[config.mk]
export PLATFORM = sky130hd
export DESIGN_NAME = mph_cell
export DESIGN_NICKNAME = d
export VERILOG_FILES = /design/src/rtl/mph_pkg.sv /design/src/rtl/mph_cell.sv
export SDC_FILE = /design/constraint.sdc
export NUM_CORES = 1
export LEC_CHECK = 0
export BUFFER_PORTS_ARGS = -buffer_cell sky130_fd_sc_hd__buf_2
export CORE_AREA = 2 2 94 96
export CTS_CLUSTER_SIZE = 28
export DETAILED_ROUTE_END_ITERATION = 16
export DIE_AREA = 0 0 96 98
export PLACE_DENSITY = 0.83
export REMOVE_ABC_BUFFERS = 1
export SYNTH_ARGS = -nofsm -noshare
export SYNTH_HDL_FRONTEND = slang
export SYNTH_SLANG_ARGS = --single-unit
[constraint.sdc]
create_clock -name clk -period 8.3 [get_ports clk]
set_clock_uncertainty 0.1 [all_clocks]
set_input_delay 0.83 -clock clk [delete_from_list [all_inputs] [get_ports clk]]
set_output_delay 0.83 -clock clk [all_outputs]
set_load 0.01 [all_outputs]
[src/rtl/mph_pkg.sv]
// Shared types, codes and the priority compare for the magnitude priority heap.
package mph_pkg;

  localparam int CAPACITY = 64;
  localparam int COUNT_W = $clog2(CAPACITY + 1);
  localparam int VALUE_W = 32;

  localparam logic CMD_PUSH = 1'b0;
  localparam logic CMD_POP = 1'b1;

  localparam logic [1:0] STATUS_OK = 2'd0;
  localparam logic [1:0] STATUS_EMPTY = 2'd1;
  localparam logic [1:0] STATUS_FULL = 2'd2;

  typedef struct packed {
    logic push;
    logic pop;
    logic [VALUE_W-1:0] value;
  } cell_op_t;

  typedef struct packed {
    logic valid;
    logic goes_above;
    logic [VALUE_W-1:0] value;
  } cell_link_t;

  function automatic logic [VALUE_W:0] magnitude(input logic [VALUE_W-1:0] x);
    logic [VALUE_W:0] ext;
    ext = {x[VALUE_W-1], x};
    return x[VALUE_W-1] ? (~ext + {{VALUE_W{1'b0}}, 1'b1}) : ext;
  endfunction

  function automatic logic outranks(input logic [VALUE_W-1:0] a,
                                    input logic [VALUE_W-1:0] b);
    logic [VALUE_W:0] ma;
    logic [VALUE_W:0] mb;
    ma = magnitude(a);
    mb = magnitude(b);
    if (ma != mb) begin
      return ma > mb;
    end
    return $signed(a) < $signed(b);
  endfunction

endpackage

[src/rtl/mph_cell.sv]
// One cell of the sorted queue: holds one entry and shifts with its neighbors.
module mph_cell (
  input  logic                clk,
  input  logic                rst,
  input  mph_pkg::cell_op_t   op,
  input  mph_pkg::cell_link_t left,
  input  mph_pkg::cell_link_t right,
  output mph_pkg::cell_link_t self
);

  logic                        valid;
  logic [mph_pkg::VALUE_W-1:0] value;
  logic                        valid_next;
  logic [mph_pkg::VALUE_W-1:0] value_next;
  logic                        goes_above;

  assign goes_above = !valid || mph_pkg::outranks(op.value, value);

  assign self.valid = valid;
  assign self.value = value;
  assign self.goes_above = goes_above;

  always_comb begin
    valid_next = valid;
    value_next = value;
    if (op.push) begin
      valid_next = valid | left.valid;
      if (goes_above) begin
        if (left.goes_above) begin
          value_next = left.value;
        end else begin
          value_next = op.value;
        end
      end
    end else if (op.pop) begin
      valid_next = right.valid;
      value_next = right.value;
    end
  end

  always_ff @(posedge clk) begin
    if (rst) begin
      valid <= 1'b0;
    end else begin
      valid <= valid_next;
    end
    value <= value_next;
  end

endmodule

# After elaboration in Yosys (flattened, before gate mapping)
# Cells that the tools add are included.
# totals
mem_bits_ro	0
memories	0
mem_bits_rw	0
out_inout_bits	34
inputBits	104
latch_bits	0
regBits	33
# classes
n_bitwise	3
n_reduce_logical	4
add_sub_neg	2
multipliers	0
shift	0
div	0
order_cmp	2
muxes	11
n_eq_ne	2
# ops
cell	n
$mux W32	4
$add A33 B1 Y33 const B	2
$mux W33	2
$not A33 Y33	2
$gt A33 B33 Y1	1
$ne A33 B33 Y1	1
$lt A32 B32 Y1	1
$mux W1	5
$ne A2 B1 Y1 const B	1
$reduce_and A2 Y1	1
$reduce_bool A2 Y1	1
$logic_not A1 Y1	1
$logic_or A1 B1 Y1	1
$or A1 B1 Y1	1

# Longest topological paths before layout
# logic_depth
depth_word	9
depth_mapped	16

# Worst setup path after synthesis
# Ideal clock, no wire load.
# synth_path
path_type	input -> register
startpoint	input op[5] (netlist bit)
endpoint	register value[0] (netlist bit) (enable)
slack_ns	2.503
t_required_ns	7.760
t_arrival_ns	5.257
setup_ns	0.440
cell_stages	13
n_path_buf	0
path_cell_list	or3_4 > nor4_1 > nand3_1 > o31ai_2 > nand2_1 > xor2_1 > ha_1 > nand4_1 > nor4_1 > nand2_1 > o211ai_1 > o32ai_1 > a41oi_1
# synth_via
elab_chain_cells	9
# synth_rtl
element	line_no	source
start, declared	mph_cell.sv:5	input mph_pkg::cell_op_t op,
$not A33 Y33	mph_pkg.sv:30	return x[VALUE_W-1] ? (~ext + {{VALUE_W{1'b0}}, 1'b1}) : ext;
$add A33 B1 Y33	mph_pkg.sv:30	
$mux W33	mph_pkg.sv:30	
$gt A33 B33 Y1 or $ne A33 B33 Y1 (tied branches)	mph_pkg.sv:40, mph_pkg.sv:39	
$mux W1	mph_pkg.sv:39	if (ma != mb) begin
$mux W1 *	mph_pkg.sv:42	return $signed(a) < $signed(b);
$logic_or A1 B1 Y1 *	mph_cell.sv:17	assign goes_above = !valid || mph_pkg::outranks(op.value, value);
$ne A2 B1 Y1 (no source line) *	n/a	
$reduce_and A2 Y1 (no source line) *	n/a	
end signal, assigned	mph_cell.sv:47	value <= value_next;
end, declared	mph_cell.sv:12	logic [mph_pkg::VALUE_W-1:0] value;
# Every way passes the cells marked *; elsewhere a longest branch is shown, timed or not. The select of a mux whose other input is x is not followed.
# A chain may end at the register's enable or synchronous reset.

==> flow_summary.html <==
<table>
<tr><th>Metric</th><th>Value</th></tr>
<tr><th colspan="2">Run status</th></tr>
<tr><td>Run status</td><td>finished clean</td></tr>
<tr><th colspan="2">Clock network</th></tr>
<tr><td>Clock insertion delay at the later pin of the skew report</td><td>0.29 ns</td></tr>
<tr><td>Cts hold-fix bufs</td><td>0</td></tr>
<tr><td>Cell chosen for the clock root</td><td>clkbuf_8</td></tr>
<tr><td>CTS tree</td><td>built</td></tr>
<tr><td>Setup bufs post-CTS</td><td>0</td></tr>
<tr><td>CTS resizes</td><td>0</td></tr>
<tr><td>CTS sink count</td><td>33</td></tr>
<tr><td>Number of clock buffers inserted by TritonCTS</td><td>5</td></tr>
<tr><td>Clock transition at the registers of the reported paths</td><td>0.07 ns</td></tr>
<tr><td>H-tree level count</td><td>2</td></tr>
<tr><td>Maximum root-to-sink buffer count</td><td>2</td></tr>
<tr><th colspan="2">Layout</th></tr>
<tr><td>Multi-input logic area</td><td>3330 um^2</td></tr>
<tr><td>Post-Layout Inst Area</td><td>5370 um^2</td></tr>
<tr><td>Area delta synth-&gt;final</td><td>19.0%</td></tr>
<tr><td>Sequential cell area in the final layout</td><td>between 900 and 1000 um^2</td></tr>
<tr><td>Diode count</td><td>0</td></tr>
<tr><td>Final-layout fill cell count</td><td>746</td></tr>
<tr><td>Fraction of final layout cells sized beyond drive strength 1</td><td>0.255</td></tr>
<tr><td>Total Nets Final</td><td>roughly 800</td></tr>
<tr><th colspan="2">STA</th></tr>
<tr><td>Unrepaired setup endpoints after global routing</td><td>false</td></tr>
<tr><td>Fmax</td><td>0.184 GHz</td></tr>
<tr><td>Transition time at the pin with the least slew margin</td><td>0.982 ns</td></tr>
<tr><td>Number of hold violations in the final report</td><td>0</td></tr>
<tr><td>Total negative setup slack</td><td>0 ns</td></tr>
<tr><td>Number of max-slew violations in the final report</td><td>0</td></tr>
<tr><td>Final count of negative-setup-slack endpoints</td><td>0</td></tr>
<tr><td>Min cycle time layout</td><td>5.43 ns</td></tr>
<tr><td>Post-route clock period utilization</td><td>0.654</td></tr>
<tr><td>Worst max-slew margin expressed relative to the limit</td><td>0.345</td></tr>
<tr><th colspan="2">Critical path</th></tr>
<tr><td>Category of cells accounting for the largest share of critical-path delay</td><td>simple AND/OR/NAND/NOR gates</td></tr>
<tr><td>Number of buffers and inverters on the critical path</td><td>1</td></tr>
<tr><td>Startpoint types</td><td>flop</td></tr>
<tr><td>Crit-path max FO</td><td>6</td></tr>
<tr><td>Crit Path Category</td><td>reg -&gt; out</td></tr>
<tr><td>Critical path arrival</td><td>4.50 ns</td></tr>
<tr><td>CP Cell Sequence</td><td>nor4_2 &gt; nand3_1 &gt; nand3b_1 &gt; or2_1 &gt; or4_1 &gt; ha_1 &gt; nand4_1 &gt; nor4_1 &gt; nand2_1 &gt; o211ai_1 &gt; nor3b_1 &gt; a31oi_1 &gt; buf_2</td></tr>
<tr><td>Critical Path Sink Type</td><td>output port</td></tr>
<tr><td>Critical-path top delay cell</td><td>nor4_2</td></tr>
<tr><td>Req. time, crit path</td><td>about 7.4 ns</td></tr>
<tr><td>Max stage delay on crit path</td><td>0.55 ns</td></tr>
<tr><th colspan="2">Global routing</th></tr>
<tr><td>Pin count of the biggest net entering global routing</td><td>70</td></tr>
<tr><td>Vias in the first global route</td><td>between 4000 and 5000</td></tr>
<tr><td>Initial antenna violation count</td><td>0</td></tr>
<tr><td>Sum of overflow across all layers after global routing</td><td>0</td></tr>
<tr><td>GRT Resource Usage Total</td><td>0.262</td></tr>
<tr><td>Global-route wire length before repair</td><td>roughly 20000 um</td></tr>
<tr><th colspan="2">Floorplan</th></tr>
<tr><td>Number of rows created at floorplan</td><td>34</td></tr>
<tr><td>Area enclosed by the die boundary</td><td>9410 um^2</td></tr>
<tr><td>Die extent in y</td><td>98 um</td></tr>
<tr><td>I/O pin count</td><td>138</td></tr>
<tr><td>Starting Density</td><td>0.533</td></tr>
<tr><td>Placeable core area</td><td>8470 um^2</td></tr>
<tr><td>Horizontal die dimension</td><td>96 um</td></tr>
<tr><th colspan="2">Power</th></tr>
<tr><td>Share of total power consumed by net switching</td><td>0.398</td></tr>
<tr><td>Leak Pwr</td><td>0.00244 uW</td></tr>
<tr><td>Overall power after layout</td><td>slightly below 700 uW</td></tr>
<tr><td>Fraction of power consumed by combinational cells</td><td>0.486</td></tr>
<tr><td>Fraction of power consumed by sequential logic</td><td>0.331</td></tr>
<tr><td>Clock power frac</td><td>0.183</td></tr>
<tr><td>Pwr Density</td><td>roughly 130 nW/um^2</td></tr>
<tr><td>Sw power</td><td>272 uW</td></tr>
<tr><td>Peak ir drop on the vdd network</td><td>0.0849 mV</td></tr>
<tr><td>Internal power</td><td>411 uW</td></tr>
<tr><th colspan="2">Job</th></tr>
<tr><td>Number of max-cap violations</td><td>0</td></tr>
<tr><th colspan="2">Drt</th></tr>
<tr><td>Sum of routed wire length over all layers</td><td>12100 um</td></tr>
<tr><td>Average detailed-routed wire length per instance</td><td>16.0 um</td></tr>
<tr><td># DRC</td><td>0</td></tr>
<tr><td>Total iterations of the first detailed-routing run</td><td>5</td></tr>
<tr><td>Vias per cell</td><td>5.88</td></tr>
<tr><td>Drt initial violations</td><td>235</td></tr>
<tr><td>Number of vias in the routed layout</td><td>4463</td></tr>
<tr><td>Number of nets still failing antenna checks after routing</td><td>0</td></tr>
<tr><th colspan="2">Yosys</th></tr>
<tr><td>Instance count of the mapped netlist</td><td>524</td></tr>
<tr><td>Post-synth EDFFs</td><td>32</td></tr>
<tr><td>Post-synth top area share</td><td>0.213</td></tr>
<tr><td>Share of flip-flops with an asynchronous set or reset</td><td>0</td></tr>
<tr><td>Ranking of synthesized cells by area</td><td>edfxtp_1, ha_1, xnor2_1, mux2i_1, a21oi_1</td></tr>
<tr><td>Top cell type by total area after synthesis</td><td>edfxtp_1</td></tr>
<tr><td>Yosys warning count</td><td>0</td></tr>
<tr><td>Post-synthesis sequential area ratio</td><td>0.218</td></tr>
<tr><td>Most frequently used flop master after synthesis</td><td>edfxtp_1</td></tr>
<tr><td>Mean cell area of the mapped netlist</td><td>8.60 um^2</td></tr>
<tr><td>Total of flip-flops plus latches after synthesis</td><td>33</td></tr>
<tr><td>Netlist area before placement</td><td>4510 um^2</td></tr>
<tr><td>Distinct cells, synth</td><td>56</td></tr>
<tr><th colspan="2">Min path</th></tr>
<tr><td>Classification of the worst-slack hold path</td><td>reg -&gt; reg</td></tr>
<tr><th colspan="2">Placement</th></tr>
<tr><td>Global placer's final weighted congestion</td><td>0.908</td></tr>
<tr><td># port buffers</td><td>136</td></tr>
<tr><td>Standard cell area after detailed placement</td><td>5280 um^2</td></tr>
<tr><td>Detail Placement HPWL</td><td>9520 um</td></tr>
</table>
-- path summary, 6_finish.rpt --
path,start,to,slack [ns],cells past startpoint
max,value[5]$_DFFE_PP_,self[32],2.87,13
min,valid$_SDFFE_PP0P_,valid$_SDFFE_PP0P_,0.51,2
max reg2reg,value[5]$_DFFE_PP_,value[24]$_DFFE_PP_,2.92,13
min reg2reg,valid$_SDFFE_PP0P_,valid$_SDFFE_PP0P_,0.51,2
-- placed cells by master, fill, tap and decap left out, drive strengths merged, types with 4 or more instances in the layout --
cell	n
mux2i	33
nand3	15
buf	139
nand4	17
nor4	8
o21ai	20
a21o	5
clkbuf	6
or3	8
ha	66
o41ai	8
o31ai	17
nand2	33
or4	7
inv	35
nor2	38
a21oi	60
edfxtp	32
nand2b	6
xnor2	55
nor3	4
-- registers in the layout, indices dropped and copies added (netlist names) --
| name | count |
|---|---|
| value | 32 |
| valid | 1 |
-- cell usage after synthesis, types with 3 or more instances --
library cell and number:
a21o_1 5, a21oi_1 58, buf_1 3, clkbuf_1 15, edfxtp_1 32, ha_1 66, inv_1 35, mux2i_1 33
nand2_1 33, nand2b_1 6, nand3_1 15, nand4_1 16, nor2_1 38, nor3_1 3, nor4_1 5, o211ai_1 3
o21ai_0 20, o31ai_1 15, o41ai_1 8, or3_1 5, or3_4 3, or4_1 4, or4_4 3, xnor2_1 55
xor2_1 3
-- cells by family after synthesis --
kind of cell | share of synthesized area
AOI/OAI and AO/OA | 0.179
xor gates and xnor gates | 0.113
adders and majority gates | 0.183
buffers and inverters | 0.0475
DFF | 0.218
muxes | 0.0758
other | 0.00167
and+or+nand+nor | 0.182
-- per-stage QoR --
stage	setup WS (ns)	utilization	cells	hold WS (ns)
2_1_floorplan	2.51	-	504	0.451
3_3_place_gp	2.69	0.624	751	0.475
3_5_place_dp	2.63	0.624	751	0.496
4_1_cts	2.89	0.634	759	0.508
5_1_grt	2.45	0.634	759	0.539
6_report	2.87	0.634	759	0.505
-- layout make-up --
cell class | count | area share
sequential | 33 | 0.183
clock buffer | 6 | 0.0135
inverter | 35 | 0.0245
clock inverter | 2 | 0.00187
tap | 108 | 0.0252
timing repair buffer | 139 | 0.131
multi-input combinational | 436 | 0.621
-- worst register-to-register path, stage by stage (launching register included) --
cell      delay (ns)
edfxtp_1        0.44
nor4_2          0.55
nand3_1         0.40
nand3b_1        0.34
or2_1           0.29
or4_1           0.51
ha_1            0.34
nand4_1         0.19
nor4_1          0.48
nand2_1         0.09
o211ai_1        0.22
o32ai_1         0.17
a41oi_4         0.52
buf_4           0.43
-- routing by layer --
| layer | routed length, um | global-route usage |
|---|---|---|
| met5 | 0 | 0 |
| met4 | 153 | 0.0626 |
| met3 | 703 | 0.0309 |
| met2 | 5890 | 0.450 |
| met1 | 5380 | 0.348 |
-- power groups by stage --
stage / clock (uW) / combinational [uW] / sequential, uW
3_3_place_gp: 0 / 314 / 229
6_report: 125 / 333 / 226
4_1_cts: 128 / 330 / 226
5_1_grt: 133 / 374 / 229
2_1_floorplan: 0 / 200 / 237
3_5_place_dp: 0 / 328 / 230
(Power assumes the default switching activity.)
